## src/design/c8wd_pkg.sv

```systemverilog
// Package: constants, types and the CRC-8 byte update for the word deframer.
`default_nettype none

package c8wd_pkg;

    localparam int MAX_WORDS_DEF = 32;

    localparam logic [7:0] CRC_INIT = 8'hFF;
    localparam logic [7:0] CRC_POLY = 8'h31;

    // Position within the byte triple
    typedef enum logic [1:0] {
        PH_HIGH  = 2'd0,
        PH_LOW   = 2'd1,
        PH_CHECK = 2'd2
    } phase_t;

    // MSB-first CRC-8 update over one byte, no final xor
    function automatic logic [7:0] crc8_feed(input logic [7:0] crc, input logic [7:0] b);
        logic [7:0] c;
        c = crc ^ b;
        for (int k = 0; k < 8; k++) begin
            if (c[7])
                c = {c[6:0], 1'b0} ^ CRC_POLY;
            else
                c = {c[6:0], 1'b0};
        end
        return c;
    endfunction

endpackage

`default_nettype wire

```

## src/design/c8wd_crc8.sv

```systemverilog
// Byte-wide CRC-8 (poly 0x31) next-value logic.
`default_nettype none

module c8wd_crc8 (
    input  wire logic [7:0] crc_in,
    input  wire logic [7:0] data_in,
    output logic      [7:0] crc_out
);

    assign crc_out = c8wd_pkg::crc8_feed(crc_in, data_in);

endmodule

`default_nettype wire

```

## src/design/crc8_word_deframer.sv

```systemverilog
// Top level: CRC-8 checked word deframer for a byte stream in threes.
// Path: a check byte passes the input register; its word then goes to the result register.
// Throughput: one byte per cycle while m_axis is not stalled; set by the byte-wide CRC
//   update between the input register and the result register.
// Reset (rst_n, async, low): both stages empty, transfer closed, CRC = 0xFF,
//   word target = 1; bytes are dropped until one arrives marked as frame start.
`default_nettype none

module crc8_word_deframer #(
    parameter int MAX_WORDS = c8wd_pkg::MAX_WORDS_DEF
) (
    input  wire logic        clk,
    input  wire logic        rst_n,

    input  wire logic        s_axis_tvalid,
    output logic             s_axis_tready,
    input  wire logic [15:0] s_axis_tdata,   // [7:0] rx_byte, [13:8] words_expected, rest 0
    input  wire logic        s_axis_tuser,   // [0] frame_start

    output logic             m_axis_tvalid,
    input  wire logic        m_axis_tready,
    output logic      [15:0] m_axis_tdata,   // [15:0] data_word
    output logic             m_axis_tlast,   // last_word
    output logic       [1:0] m_axis_tuser    // [0] crc_good, [1] status
);

    // Word counter wide enough to hold MAX_WORDS itself
    localparam int CntW = $clog2(MAX_WORDS + 1);
    // Compare width covers both the 6-bit request and the counter
    localparam int CmpW = (CntW > 6) ? CntW : 6;

    // ---------------- input register stage ----------------
    logic        in_valid_reg;
    logic [7:0]  in_byte_reg;
    logic [5:0]  in_want_reg;
    logic        in_start_reg;

    logic        advance;   // input stage item is processed this cycle

    assign advance       = in_valid_reg && (!m_axis_tvalid || m_axis_tready);
    assign s_axis_tready = !in_valid_reg || advance;

    always_ff @(posedge clk or negedge rst_n)
    begin
        if (!rst_n)
        begin
            in_valid_reg <= 1'b0;
        end
        else if (s_axis_tready)
        begin
            in_valid_reg <= s_axis_tvalid;
        end
    end

    always_ff @(posedge clk)
    begin
        if (s_axis_tready && s_axis_tvalid)
        begin
            in_byte_reg  <= s_axis_tdata[7:0];
            in_want_reg  <= s_axis_tdata[13:8];
            in_start_reg <= s_axis_tuser;
        end
    end

    // ---------------- deframer state ----------------
    c8wd_pkg::phase_t phase_reg, phase_next;
    logic [7:0]       crc_reg, crc_next;
    logic [7:0]       hi_reg, hi_next;
    logic [7:0]       lo_reg, lo_next;
    logic [CntW-1:0]  done_reg, done_next;
    logic [CntW-1:0]  target_reg, target_next;
    logic             closed_reg, closed_next;

    // result register
    logic             out_valid_next;
    logic [15:0]      out_word_reg;
    logic             out_good_reg;
    logic             out_last_reg;

    // working values after a frame start is applied
    c8wd_pkg::phase_t cur_phase;
    logic [7:0]       cur_crc;
    logic [CntW-1:0]  cur_done;
    logic [CntW-1:0]  cur_target;
    logic             cur_closed;

    logic [CmpW-1:0]  want_ext;
    logic [CmpW-1:0]  want_sat;
    logic [7:0]       crc_upd;
    logic [CntW-1:0]  done_inc;
    logic             good;
    logic             last;
    logic             emit;

    // Requested word count: zero means one, above MAX_WORDS saturates
    always_comb
    begin
        want_ext = CmpW'(in_want_reg);
        if (want_ext == '0)
            want_sat = CmpW'(1);
        else if (want_ext > CmpW'(MAX_WORDS))
            want_sat = CmpW'(MAX_WORDS);
        else
            want_sat = want_ext;
    end

    c8wd_crc8 u_crc (
        .crc_in  (cur_crc),
        .data_in (in_byte_reg),
        .crc_out (crc_upd)
    );

    always_comb
    begin
        // frame start restarts the transfer before the byte is looked at
        if (in_start_reg)
        begin
            cur_phase  = c8wd_pkg::PH_HIGH;
            cur_crc    = c8wd_pkg::CRC_INIT;
            cur_done   = '0;
            cur_target = CntW'(want_sat);
            cur_closed = 1'b0;
        end
        else
        begin
            cur_phase  = phase_reg;
            cur_crc    = crc_reg;
            cur_done   = done_reg;
            cur_target = target_reg;
            cur_closed = closed_reg;
        end

        done_inc = cur_done + CntW'(1);
        good     = (in_byte_reg == cur_crc);
        last     = !good || (done_inc >= cur_target);

        phase_next  = phase_reg;
        crc_next    = crc_reg;
        hi_next     = hi_reg;
        lo_next     = lo_reg;
        done_next   = done_reg;
        target_next = target_reg;
        closed_next = closed_reg;
        emit        = 1'b0;

        if (advance)
        begin
            phase_next  = cur_phase;
            crc_next    = cur_crc;
            done_next   = cur_done;
            target_next = cur_target;
            closed_next = cur_closed;

            if (!cur_closed)
            begin
                unique case (cur_phase)
                    c8wd_pkg::PH_HIGH:
                    begin
                        hi_next    = in_byte_reg;
                        crc_next   = crc_upd;
                        phase_next = c8wd_pkg::PH_LOW;
                    end
                    c8wd_pkg::PH_LOW:
                    begin
                        lo_next    = in_byte_reg;
                        crc_next   = crc_upd;
                        phase_next = c8wd_pkg::PH_CHECK;
                    end
                    c8wd_pkg::PH_CHECK:
                    begin
                        emit        = 1'b1;
                        done_next   = done_inc;
                        closed_next = last;
                        phase_next  = c8wd_pkg::PH_HIGH;
                        crc_next    = c8wd_pkg::CRC_INIT;
                    end
                    default:
                    begin
                        phase_next = c8wd_pkg::PH_HIGH;
                    end
                endcase
            end
        end

        // result register: load on a new word, clear once taken
        if (emit)
            out_valid_next = 1'b1;
        else if (m_axis_tready)
            out_valid_next = 1'b0;
        else
            out_valid_next = m_axis_tvalid;
    end

    always_ff @(posedge clk or negedge rst_n)
    begin
        if (!rst_n)
        begin
            phase_reg     <= c8wd_pkg::PH_HIGH;
            crc_reg       <= c8wd_pkg::CRC_INIT;
            hi_reg        <= '0;
            lo_reg        <= '0;
            done_reg      <= '0;
            target_reg    <= CntW'(1);
            closed_reg    <= 1'b1;
            m_axis_tvalid <= 1'b0;
        end
        else
        begin
            phase_reg     <= phase_next;
            crc_reg       <= crc_next;
            hi_reg        <= hi_next;
            lo_reg        <= lo_next;
            done_reg      <= done_next;
            target_reg    <= target_next;
            closed_reg    <= closed_next;
            m_axis_tvalid <= out_valid_next;
        end
    end

    // Result payload; status is the inverse of crc_good
    always_ff @(posedge clk)
    begin
        if (emit)
        begin
            out_word_reg <= {hi_reg, lo_reg};
            out_good_reg <= good;
            out_last_reg <= last;
        end
    end

    assign m_axis_tdata = out_word_reg;
    assign m_axis_tlast = out_last_reg;
    assign m_axis_tuser = {!out_good_reg, out_good_reg};

endmodule

`default_nettype wire

```

## config.mk

```make
export PLATFORM = sky130hd
export DESIGN_NAME = crc8_word_deframer
export DESIGN_NICKNAME = d
export VERILOG_FILES = /design/src/design/c8wd_pkg.sv /design/src/design/c8wd_crc8.sv /design/src/design/crc8_word_deframer.sv
export SDC_FILE = /design/constraint.sdc
export NUM_CORES = 1
export LEC_CHECK = 0
export BUFFER_PORTS_ARGS = -buffer_cell sky130_fd_sc_hd__buf_4
export CAP_MARGIN = 20
export CORE_UTILIZATION = 39
export DETAILED_ROUTE_END_ITERATION = 12
export PLACE_DENSITY = 0.65
export SLEW_MARGIN = 20
export SYNTH_ARGS = -nofsm -noshare
export SYNTH_HDL_FRONTEND = slang
export SYNTH_HIERARCHICAL = 1
export SYNTH_SLANG_ARGS = --single-unit
```

## constraint.sdc

```tcl
create_clock -name clk -period 4.4 [get_ports clk]
set_input_delay 0.44 -clock clk [delete_from_list [all_inputs] [get_ports clk]]
set_output_delay 0.44 -clock clk [all_outputs]
set_load 0.03 [all_outputs]
```

---- Word level (Yosys, flattened, before mapping) ----
Index checks and enable logic that the tools add are counted.
storage, ports and cells
  register bits ........................... 74
  bits in latches ......................... 0
  memory bits (writable) .................. 0
  ROM bits ................................ 0
  input bits .............................. 21
  output and inout bits ................... 21
  logic and storage cells ................. 74
  memories kept ........................... 0
cells by class
  add/sub/neg operators ................... 1
  $mul .................................... 0
  divide/modulo/power cells ............... 0
  $lt $le $gt $ge ......................... 2
  equality and inequality tests ........... 3
  shift operators ......................... 0
  mux-type cells .......................... 28
  bitwise logic cells ..................... 10
  reduce and logical (&&, ||, !) cells .... 15
operator list
  kind                                                 number
  two-way mux 6 bit                                    14
  inverter 3 bit                                       8
  two-way mux 8 bit                                    2
  one-hot mux 8 bit (2 select lines)                   1
  equality test 8 bit                                  1
  two-way mux 1 bit                                    8
  XOR 8 bit                                            1
  adder 6 x 1 -> 6 bit, second input constant          1
  >= comparator 6 bit                                  1
  > comparator 6 bit, second input constant            1
  zero test 6 bit                                      1
  AND reduction 3 bit                                  2
  zero test 1 bit                                      4
  two-way mux 2 bit                                    2
  one-hot mux 2 bit (2 select lines)                   1
  logical OR 1 bit                                     3
  equality test 2 x 1 -> 1 bit, second input constant  1
  equality test 2 bit, second input constant           1
  logical AND 1 bit                                    2
  zero test 2 bit                                      1
  nonzero test 2 bit                                   1
  OR reduction 2 bit                                   1
  inverter 1 bit                                       1

---- Logic depth before layout (Yosys ltp) ----
Gate-level depths: netlist (run 1).
  depth in word-level cells ............... 20
  gate-level depth with buffers ........... 13
  mapped depth without buffers ............ 10

---- Cells and area by module ----
The synthesis (run 1) kept the hierarchy.
by module, submodules not included
  module              times used  cells each  area an instance (um^2)  sequential area each (um^2)
  crc8_word_deframer  1           235         3195.6                   2029.4
  c8wd_crc8           1           19          215.2                    0.0

---- Least setup slack after synthesis (run 1) ----
Ideal clock, no wire load.
  kind .................................... reg2reg
  start point ............................. register in_start_reg
  end point ............................... register out_last_reg (netlist: m_axis_tlast), data pin
  setup time .............................. 259 ps
  data arrival time ....................... 2733 ps
  required time ........................... 4141 ps
  setup slack ............................. 1408 ps
  cell stages (with the launch flop) ...... 14
  path buffers ............................ 3
  period minus slack after synthesis ...... 2992 ps
  cell sequence ........................... edfxtp_1 > buf_6 > clkbuf_1 > clkbuf_1 > nor2b_1 > ha_1 > nand3_1 > xor2_1 > nor2_1 > ha_1 > a21o_1 > a21oi_1 > o21ai_0 > or2_1
on the way
  word-level cells in the longest chain between the ends .. 4
  elaborated cells on any way between the ends .. 8
  classes of those cells .................. 1 x add/sub; 1 x order compare; 1 x eq/ne; 3 x mux; 2 x reduce/logical
ends and longest elaborated chain
  what                                                         RTL line                                              RTL
  from (decl)                                                  crc8_word_deframer.sv:36                              logic in_start_reg;
  from (signal assigned)                                       crc8_word_deframer.sv:61                              in_start_reg <= s_axis_tuser;
  two-way mux 6 bit or two-way mux 8 bit (tied branches)       crc8_word_deframer.sv:116                             if (in_start_reg)
  adder 6 x 1 -> 6 bit or equality test 8 bit (tied branches)  crc8_word_deframer.sv:133, crc8_word_deframer.sv:134
  >= comparator 6 bit or zero test 1 bit (tied branches)       crc8_word_deframer.sv:135                             last = !good || (done_inc >= cur_target);
  logical OR 1 bit (*)                                         crc8_word_deframer.sv:135
  named net last                                               crc8_word_deframer.sv:92                              logic last;
  to (signal assigned)                                         crc8_word_deframer.sv:227                             out_last_reg <= last;
  to (decl)                                                    crc8_word_deframer.sv:78                              logic out_last_reg;
The timed path passes the listed nets; every way through them passes the cells marked *.
A chain may end at the register's enable or synchronous reset.

---- Worst setup path in the final report (run 1) ----
Same ends and word-level chain as after synthesis.

==> impl_metrics.json, run 1 <==
{
  "outcome": "finished, final reports clean",
  "leakage_nw": 1.64,
  "area_growth_pct": 16.8,
  "worst_setup_path_end_kind": "flip-flop",
  "gp_congestion": 0.798,
  "reg2reg_from": "in_start_reg",
  "largest_reg_flops": 16,
  "power.density_nw_per_um2": 545,
  "relSlewSlack_pct": 50.6,
  "portBuffers": 39,
  "setup_tns_ps": 0,
  "critPathLaunchType": "flip-flop",
  "clkSlewWorstSetupHoldPaths_ps": 80,
  "antenna_left": 0,
  "finalClockSkew_ps": 11.5,
  "hold_viol": 0,
  "dr.pass1.iters": 4,
  "dieHeight_um": 95.5,
  "crit_path_end": "m_axis_tlast",
  "synth_area_leaders": "edfxtp_1 29%, dfrtp_1 23%, dfstp_2 7.7%",
  "drive_gt1_share_pct": 32.8,
  "grt_busiest_layer": "met2",
  "wl_mm": 5.98,
  "fmax_mhz": 350,
  "synth_area_um2": 3410,
  "start_util_pct": 40.9,
  "setup_violations": 0,
  "slew_viol_final": 0,
  "ys_ff_latch": 74,
  "rr_worst_depth": 10,
  "reg2reg_setup_slack_ps": 1550,
  "ys_seq_area_share_pct": 59.5,
  "finalCriticalPeriod_ps": 2850,
  "cts_tree": "done",
  "postSynthNetCount": 282,
  "maxCapViolations": 0,
  "die_area_um2": 9120,
  "drc": 0,
  "fillCellCount": 758,
  "rows": 33,
  "rsz0062_at_grt": "no",
  "synth_edf_count": 33,
  "peakVddDrop_mv": 0.192,
  "grt_use_total_pct": 15.1,
  "crit_arrival_ps": 2970,
  "synth_top_area_cell": "edfxtp_1",
  "root_buffer": "clkbuf_8",
  "use_met3_pct": 3.43,
  "grt_max_degree": 42,
  "core_area_um2": 8340,
  "cts_resized": 0,
  "clock_sinks": 74,
  "post-route-util_pct": 47.8,
  "grt_pass1_vias": 1986,
  "cts-buffers-inserted": 9,
  "hold_buffers": 0,
  "r2r-end": "m_axis_tlast",
  "hpwlAfterDp_mm": 4.15,
  "dr_total_vias": 2095,
  "wire_per_inst_um": 14.7,
  "vias_per_cell": 5.15,
  "antenna_cells": 0,
  "path_max_fanout": 17,
  "ioPinCount": 42,
  "post_cts_buffers": 0,
  "nNetsFinal": 325,
  "use_met2_pct": 22.0,
  "die_w_um": 95.5,
  "ys_warn_count": 6,
  "grt_pass1_wl_mm": 9.95,
  "h-tree-depth": 3,
  "crit_type": "flip-flop to flip-flop",
  "synth_top_area_share_pct": 29.1,
  "worstMarginPinSlew_ps": 736,
  "clkLatencyLatePin_ps": 360,
  "period_share_pct": 64.9,
  "cts_buffer_depth": 2,
  "syn_inst": 254,
  "drt-initial-drc-count": 155,
  "overflow": 0,
  "async_flop_share_pct": 55.4,
  "syn_avg_cell_area_um2": 13.4,
  "hold_class": "input pin to async pin",
  "worstPathRequired_ps": 4510,
  "use_met1_pct": 20.9,
  "synth_ff_type": "edfxtp_1",
  "critPathLaunch": "in_start_reg",
  "antenna_found_initial": 0,
  "yosysUniqueCellTypes": 50
}
[layout by cell type, fill, tap and decap left out, types with 2 or more instances in the layout]
master	count
ha_1	7
a311oi_1	3
nor3_1	2
and3_1	2
dfrtp_1	31
edfxtp_1	33
a21oi_1	8
inv_6	2
buf_4	40
mux2_2	21
nor2b_1	5
nand3_1	6
xor2_1	13
xnor2_1	10
o21ai_0	8
nand2b_1	3
a21o_1	5
a31oi_1	2
a22o_1	3
xnor2_2	2
mux2i_1	5
clkinvlp_4	3
inv_1	4
or2_1	5
nor2_1	9
or3_1	2
clkbuf_8	9
o31ai_1	2
nand2_1	16
o22a_1	8
dfstp_2	10
or2_2	3
[routing by layer]
metal	vias to the layer above	share of wire, %
li1	1017	-
met1	999	48
met2	66	45
met3	13	4.6
met4	0	2.3
met5	-	0
[logic make-up (layout without fill, tap and decap cells)]
| kind of cell | count (synthesis) | after routing | synth area share, % |
|---|---|---|---|
| simple gates | 59 | 59 | 9.32 |
| xor+xnor | 27 | 27 | 8.36 |
| buf+inv | 13 | 61 | 1.80 |
| compound gates | 48 | 48 | 10.1 |
| flops | 74 | 74 | 59.5 |
| fa+ha+maj | 7 | 7 | 2.57 |
| mux | 26 | 26 | 8.40 |
[area by class of cell]
type | instances | area, µm² | share of cell area (%)
multi-input cells | 167 | 1320 | 33.1
clock buffers | 9 | 124 | 3.11
flip-flops and latches | 74 | 2030 | 50.9
well taps | 105 | 131 | 3.30
clock inverters | 7 | 60.1 | 1.51
inverters | 5 | 18.8 | 0.471
repair buffers | 40 | 300 | 7.54
[cells in the mapped netlist, drive strengths merged (5+ instances only)]
cell type and n:
a21o 5, or2 9, dfrtp 31, nor2b 5, ha 7, inv 5, nand3 6, dfstp 10
o21ai 9, xnor2 13, edfxtp 33, a21oi 8, o22a 8, mux2 21, nand2 16, mux2i 5
clkbuf 5, xor2 13, nor2 9
[where the power goes]
part	internal, W	total, W	switching (W)
Clock	0.000213	0.000493	0.000280
Sequential	0.000941	0.00107	0.000130
Combinational	0.000326	0.000607	0.000281
[metrics by stage]
stage / cells / hold WS, ps / power, W / worst slack (ps) / instance area (µm²)
floorplan: 254 / 144 / 0.00156 / 1410 / 3410
global placement: 391 / 427 / 0.00167 / 1600 / 3800
detailed placement: 391 / 430 / 0.00170 / 1550 / 3800
CTS: 407 / 72.5 / 0.00220 / 1530 / 3980
global route: 407 / 97.3 / 0.00231 / 1370 / 3980
finish: 407 / 63.2 / 0.00217 / 1550 / 3980
[worst min-delay path by stage]
stage,start,end,slack [ps],depth (start not counted)
after CTS,rst_n,target_reg[2],70,1
after floorplan,rst_n,done_reg[0],140,0
after global placement,hi_reg[2],m_axis_tdata[10],430,0
after detailed placement,lo_reg[0],m_axis_tdata[0],430,0
after global routing,rst_n,hi_reg[2],100,1
final,rst_n,target_reg[1],60,1
[critical path, cell delays in order, from the launching register on]
cell	delay, ps
edfxtp_1	680
nor2b_1	270
ha_1	260
nand3_1	110
xor2_1	160
nor2_1	150
ha_1	280
a21o_1	180
a21oi_1	140
o21ai_0	160
or2_1	230
No activity file was read; power rests on OpenSTA's default activity.
==> inputs of run 2 (changes only) <==
--- a/config.mk
+++ b/config.mk
@@ -5,6 +5,7 @@
 export SDC_FILE = /design/constraint.sdc
 export NUM_CORES = 1
 export LEC_CHECK = 0
+export ABC_AREA = 1
 export BUFFER_PORTS_ARGS = -buffer_cell sky130_fd_sc_hd__buf_4
 export CAP_MARGIN = 20
 export CORE_UTILIZATION = 39
==> constraint.sdc (replaced) <==
create_clock -name clk -period 2.7 [get_ports clk]
set_input_delay 0.27 -clock clk [delete_from_list [all_inputs] [get_ports clk]]
set_output_delay 0.27 -clock clk [all_outputs]
set_load 0.03 [all_outputs]
==> run 2 against run 1 <==
Sequential power grew 51%. Core utilization is 0.18 points lower. Final area grew 10%. Setup slack lost 1100 ps. Critical path type unchanged. Highest routed layer unchanged.
==> impl_metrics.json, run 2 <==
{
  "root_buffer": "clkbuf_8",
  "crit_chain": "buf_4 > nor2_1 > nand3_1 > xor2_1 > inv_1 > ha_1 > nand2_1 > inv_1 > nand2_1 > nand2_1 > a21oi_1 > nand3_2",
  "drt-initial-drc-count": 132,
  "crit_arrival_ps": 2400,
  "rows": 35,
  "crit_top_cell": "nand2_1",
  "mostFrequentLayoutCells": "133 x nand2_1, 58 x inv_1, 44 x buf_4, 33 x edfxtp_1",
  "setup_violations": 0,
  "wire_per_inst_um": 12.0,
  "synth_adder_area_share_pct": 2.35,
  "crit_type": "flip-flop to flip-flop",
  "ys_warn_count": 6,
  "antenna_found_initial": 0,
  "cts_tree": "done",
  "final_common_cell": "nand2_1",
  "grt_use_total_pct": 16.3,
  "synth_top_family_by_area": "simple AND/OR/NAND/NOR gates",
  "cp_slowest_cell": "edfxtp_1",
  "hold_class": "input pin to flip-flop",
  "nNetsFinal": 499,
  "cts-buffers-inserted": 9,
  "power.density_nw_per_um2": 819,
  "synth_top_area_cell": "edfxtp_1",
  "peakVddDrop_mv": 0.362,
  "core_area_um2": 9240,
  "antenna_cells": 0,
  "period_share_pct": 85.2,
  "hold_viol": 0,
  "grt_pass1_vias": 2703,
  "postSynthNetCount": 452,
  "setup_tns_ps": 0,
  "hpwlAfterDp_mm": 5.27,
  "slew_viol_final": 0,
  "die_w_um": 99.7,
  "dr.pass1.iters": 4,
  "worstPathRequired_ps": 2800,
  "grt_max_degree": 42,
  "ioPinCount": 42,
  "synth_top_area_share_pct": 26.6,
  "finalClockSkew_ps": 10.2,
  "async_flop_share_pct": 55.4,
  "synth_area_um2": 3720,
  "drc": 0,
  "maxCapViolations": 0,
  "post-route-util_pct": 47.6,
  "drive_gt1_share_pct": 19.1,
  "worst_setup_path_end_kind": "flip-flop",
  "yosysUniqueCellTypes": 33,
  "clock_sinks": 74,
  "synth_compound_area_share_pct": 9.45,
  "area_growth_pct": 18.2,
  "holdPathEnd": "in_byte_reg[3]",
  "leakage_nw": 2.11,
  "synth_edf_count": 33,
  "finalCriticalPeriod_ps": 2300,
  "min-delay-start": "s_axis_tdata[3]",
  "start_util_pct": 40.3,
  "fmax_mhz": 435,
  "hold_buffers": 1,
  "reg2reg_setup_slack_ps": 400,
  "clkLatencyLatePin_ps": 350,
  "grt_pass1_wl_mm": 12.5,
  "multi_input_area_um2": 1420,
  "ys_seq_area_share_pct": 54.5,
  "path_max_fanout": 15,
  "antenna_left": 0,
  "fillCellCount": 885,
  "yosys.area_share.xor_xnor_pct": 3.70,
  "syn_inst": 424,
  "synth_ff_type": "edfxtp_1",
  "ys_ff_latch": 74,
  "post_cts_buffers": 0,
  "portBuffers": 39,
  "seqCellArea_um2": 2030,
  "outcome": "finished, final reports clean",
  "r2r-end": "m_axis_tlast",
  "synthMuxAreaShare_pct": 0,
  "h-tree-depth": 3,
  "rr_worst_depth": 12,
  "rsz0062_at_grt": "no",
  "cts_buffer_depth": 2,
  "yosysMostFrequentCell": "nand2_1",
  "reg2reg_from": "in_start_reg",
  "yosys-top-cells-count": "133 x nand2_1, 58 x inv_1, 33 x edfxtp_1, 31 x dfrtp_1, 31 x o21ai_0",
  "dr_total_vias": 2854,
  "largest_reg_flops": 16,
  "synth-simple-area-share_pct": 22.5,
  "hold_depth": 1,
  "dieHeight_um": 99.7,
  "overflow": 0,
  "cts_resized": 0,
  "worstMarginPinSlew_ps": 651,
  "die_area_um2": 9940,
  "vias_per_cell": 4.72,
  "critPathLaunchType": "flip-flop",
  "crit_path_max_incr_delay_ps": 450,
  "syn_avg_cell_area_um2": 8.78,
  "relSlewSlack_pct": 56.5,
  "gp_congestion": 0.833,
  "wl_mm": 7.24,
  "clkSlewWorstSetupHoldPaths_ps": 90,
  "synth_area_leaders": "edfxtp_1 27%, dfrtp_1 21%, nand2_1 13%"
}
[run 2: changes by cell type in the layout (fill, tap and decap cells not counted), moves of 15 or more]
cell / change
mux2_2: -21
inv_1: +54
nand3_1: +15
nor2_1: +15
o21ai_0: +23
nand2_1: +117
[run 2: layout make-up]
type | instances | share of cell area [%]
flip-flops and latches | 74 | 46.2
multi-input cells | 281 | 32.2
repair buffers | 45 | 7.74
inverters | 60 | 5.12
well taps | 129 | 3.67
clock buffers | 9 | 2.82
clock inverters | 7 | 2.31
[run 2: worst max path at each step]
stage,start,to,cells after the start
after floorplan,in_start_reg,m_axis_tlast,14
after global placement,in_start_reg,m_axis_tlast,12
after detailed placement,in_start_reg,m_axis_tlast,12
after CTS,in_start_reg,m_axis_tlast,12
after global routing,in_start_reg,m_axis_tlast,12
final,in_start_reg,m_axis_tlast,12
[run 2: critical path, delay by kind of cell, from the launching register on]
kind,cells,cell delay (ps)
simple gates,6,580
flops,1,450
buf+inv,3,340
fa+ha+maj,1,280
xor+xnor,1,200
compound gates,1,200
[run 2: metal layers]
| metal | global-route usage (%) | vias up | share of wire [%] |
|---|---|---|---|
| met5 | 0 | - | 0 |
| met1 | 21.9 | 1314 | 49 |
| li1 | - | 1463 | - |
| met2 | 25.9 | 71 | 45 |
| met4 | 6.22 | 0 | 1.1 |
| met3 | 3.23 | 6 | 4.3 |
[run 2: per-stage QoR]
| step | std cells | power [W] | hold WS, ps | setup WS [ps] | cell area, µm² |
|---|---|---|---|---|---|
| after global placement | 588 | 0.00260 | 289 | 467 | 4160 |
| after detailed placement | 588 | 0.00264 | 291 | 412 | 4160 |
| after floorplan | 424 | 0.00239 | -25.6 | 373 | 3720 |
| final | 605 | 0.00360 | 85.6 | 400 | 4400 |
| after CTS | 605 | 0.00363 | 67.3 | 391 | 4400 |
| after global routing | 605 | 0.00387 | 65.8 | 211 | 4400 |
[run 2: kinds of logic (layout without fill, tap and decap cells)]
kind of cell / count (synthesis) / count (layout)
xor gates and xnor gates: 14 / 14
adders and majority gates: 7 / 7
AOI/OAI and AO/OA: 63 / 63
buffers and inverters: 69 / 121
and+or+nand+nor: 197 / 197
DFF: 74 / 74
[run 2: where the power goes]
| group | internal (W) | total (W) | switching, W |
|---|---|---|---|
| clock network | 0.000528 | 0.000983 | 0.000455 |
| registers | 0.00150 | 0.00162 | 0.000126 |
| logic | 0.000361 | 0.000993 | 0.000632 |
| total | 0.00239 | 0.00360 | 0.00121 |
==> inputs of run 3 (changes only) <==
--- a/config.mk
+++ b/config.mk
@@ -8,9 +8,9 @@
 export ABC_AREA = 1
 export BUFFER_PORTS_ARGS = -buffer_cell sky130_fd_sc_hd__buf_4
 export CAP_MARGIN = 20
-export CORE_UTILIZATION = 39
+export CORE_UTILIZATION = 34
 export DETAILED_ROUTE_END_ITERATION = 12
-export PLACE_DENSITY = 0.65
+export PLACE_DENSITY = 0.59
 export SLEW_MARGIN = 20
 export SYNTH_ARGS = -nofsm -noshare
 export SYNTH_HDL_FRONTEND = slang
==> constraint.sdc (replaced) <==
create_clock -name clk -period 2.7 [get_ports clk]
set_input_delay 0.54 -clock clk [delete_from_list [all_inputs] [get_ports clk]]
set_output_delay 0.54 -clock clk [all_outputs]
set_load 0.03 [all_outputs]
==> run 3 against run 2 <==
Maximum frequency up 0.72%. Routed wire length up 1.0%. Cell count up 1.2%. Core utilization down 5.9 points. Global-route usage down 2.4 points. Non-clock buffer count unchanged. First-iteration DRC count down 36%. Setup slack better by 17 ps. Clock power down 18%.
==> impl_metrics.json, run 3 (synthesis results as in run 2) <==
{
  "finalCriticalPeriod_ps": 2280,
  "ioPinCount": 42,
  "drt-initial-drc-count": 85,
  "finalClockSkew_ps": 13.1,
  "outcome": "finished, final reports clean",
  "largest_reg_flops": 16,
  "critPathLaunchType": "flip-flop",
  "leakage_nw": 2.10,
  "start_util_pct": 35.6,
  "final_common_cell": "nand2_1",
  "gp_congestion": 0.840,
  "period_share_pct": 84.6,
  "path_max_fanout": 4,
  "die_w_um": 107,
  "antenna_found_initial": 0,
  "clkSlewWorstSetupHoldPaths_ps": 80,
  "crit_type": "flip-flop to flip-flop",
  "root_buffer": "clkbuf_8",
  "slew_viol_final": 0,
  "drive_gt1_share_pct": 19.3,
  "grt_max_degree": 42,
  "nNetsFinal": 499,
  "hpwlAfterDp_mm": 5.33,
  "area_growth_pct": 17.2,
  "peakVddDrop_mv": 0.241,
  "dp_slack_ps": 428,
  "worstPathRequired_ps": 2800,
  "die_area_um2": 11400,
  "grt_pass1_wl_mm": 12.2,
  "fmax_mhz": 438,
  "cts-buffers-inserted": 9,
  "h-tree-depth": 3,
  "setup_tns_ps": 0,
  "clkLatencyLatePin_ps": 360,
  "rows": 37,
  "mostFrequentLayoutCells": "133 x nand2_1, 58 x inv_1, 45 x buf_4, 33 x edfxtp_1",
  "cts_tree": "done",
  "vias_per_cell": 4.61,
  "dieHeight_um": 107,
  "grt_pass1_vias": 2644,
  "path_buf_inv": 4,
  "worstMarginPinSlew_ps": 653,
  "crit_arrival_ps": 2390,
  "setup_violations": 0,
  "power.density_nw_per_um2": 786,
  "cp_slowest_cell": "edfxtp_1",
  "hold_class": "input pin to async pin",
  "core_area_um2": 10500,
  "antenna_left": 0,
  "dr.pass1.iters": 4,
  "crit_family": "adder cells",
  "crit_chain": "inv_2 > nand2_1 > inv_1 > ha_1 > nand3_1 > xor2_1 > inv_1 > ha_1 > nand2_1 > inv_1 > nand2_1 > nand2_1 > a21oi_1 > nand3_2",
  "antenna_cells": 0,
  "postLayoutSetupSlackWorst_ps": 416,
  "post_cts_buffers": 0,
  "overflow": 0,
  "hold_viol": 0,
  "wl_mm": 7.32,
  "dr_total_vias": 2823,
  "relSlewSlack_pct": 56.4,
  "cts_resized": 0,
  "grt_use_total_pct": 13.9,
  "drc": 0,
  "crit_top_cell": "nand2_1",
  "maxCapViolations": 0,
  "clock_sinks": 74,
  "worst_setup_path_end_kind": "flip-flop",
  "crit_path_max_incr_delay_ps": 460,
  "rsz0062_at_grt": "no",
  "hold_buffers": 0,
  "post-route-util_pct": 41.7,
  "cts_buffer_depth": 2,
  "wire_per_inst_um": 12.0,
  "portBuffers": 39
}
-- run 3: cell types whose count changed in the layout (fill, tap and decap cells not counted), sizes merged --
cell         previous run  this run
dlygate4sd3             1         0
bufinv                  2         0
inv                    62        63
clkinv                  1         2
buf                    44        45
-- run 3: path summary, 6_finish.rpt --
check | start | end | slack [ps] | cells after the start
worst max-delay path | in_start_reg | m_axis_tlast | 420 | 14
worst min-delay path | rst_n | target_reg[1] | 160 | 1
worst max register to register | in_start_reg | m_axis_tlast | 420 | 14
worst min register to register | lo_reg[0] | m_axis_tdata[0] | 460 | 0
max in group asynchronous | rst_n | crc_reg[5] | 2160 | 1
min in group clk | s_axis_tdata[0] | in_byte_reg[0] | 340 | 1
-- run 3: layout make-up --
| class | instances | area (µm²) |
|---|---|---|
| fillers | 1070 | 6100 |
| flip-flops and latches | 74 | 2030 |
| multi-input cells | 281 | 1420 |
| repair buffers | 45 | 338 |
| inverters | 60 | 225 |
| well taps | 136 | 170 |
| clock buffers | 9 | 124 |
| clock inverters | 7 | 61.3 |
-- run 3: metrics by stage --
stage               area [µm²]  total power (W)  cells  hold slack (ps)
global route              4360          0.00370    612              196
finish                    4360          0.00343    612              157
floorplan                 3720          0.00239    424              244
global placement          4180          0.00261    596              436
CTS                       4360          0.00348    612              171
detailed placement        4180          0.00266    596              439
-- run 3: routing by layer --
metal,GRT usage [%],up-vias,wire [µm],share of wire [%]
li1,-,1462,-,-
met1,18.7,1288,3650,50
met2,21.2,59,3190,44
met3,2.74,14,295,4.0
met4,7.44,0,183,2.5
met5,0,-,0,0
-- run 3: power by group --
group / leakage, nW / total, W / internal, W / switching [W]
clock: 0.0884 / 0.000805 / 0.000349 / 0.000456
sequential: 0.808 / 0.00163 / 0.00150 / 0.000127
combinational: 1.20 / 0.00100 / 0.000362 / 0.000639
total: 2.10 / 0.00343 / 0.00221 / 0.00122
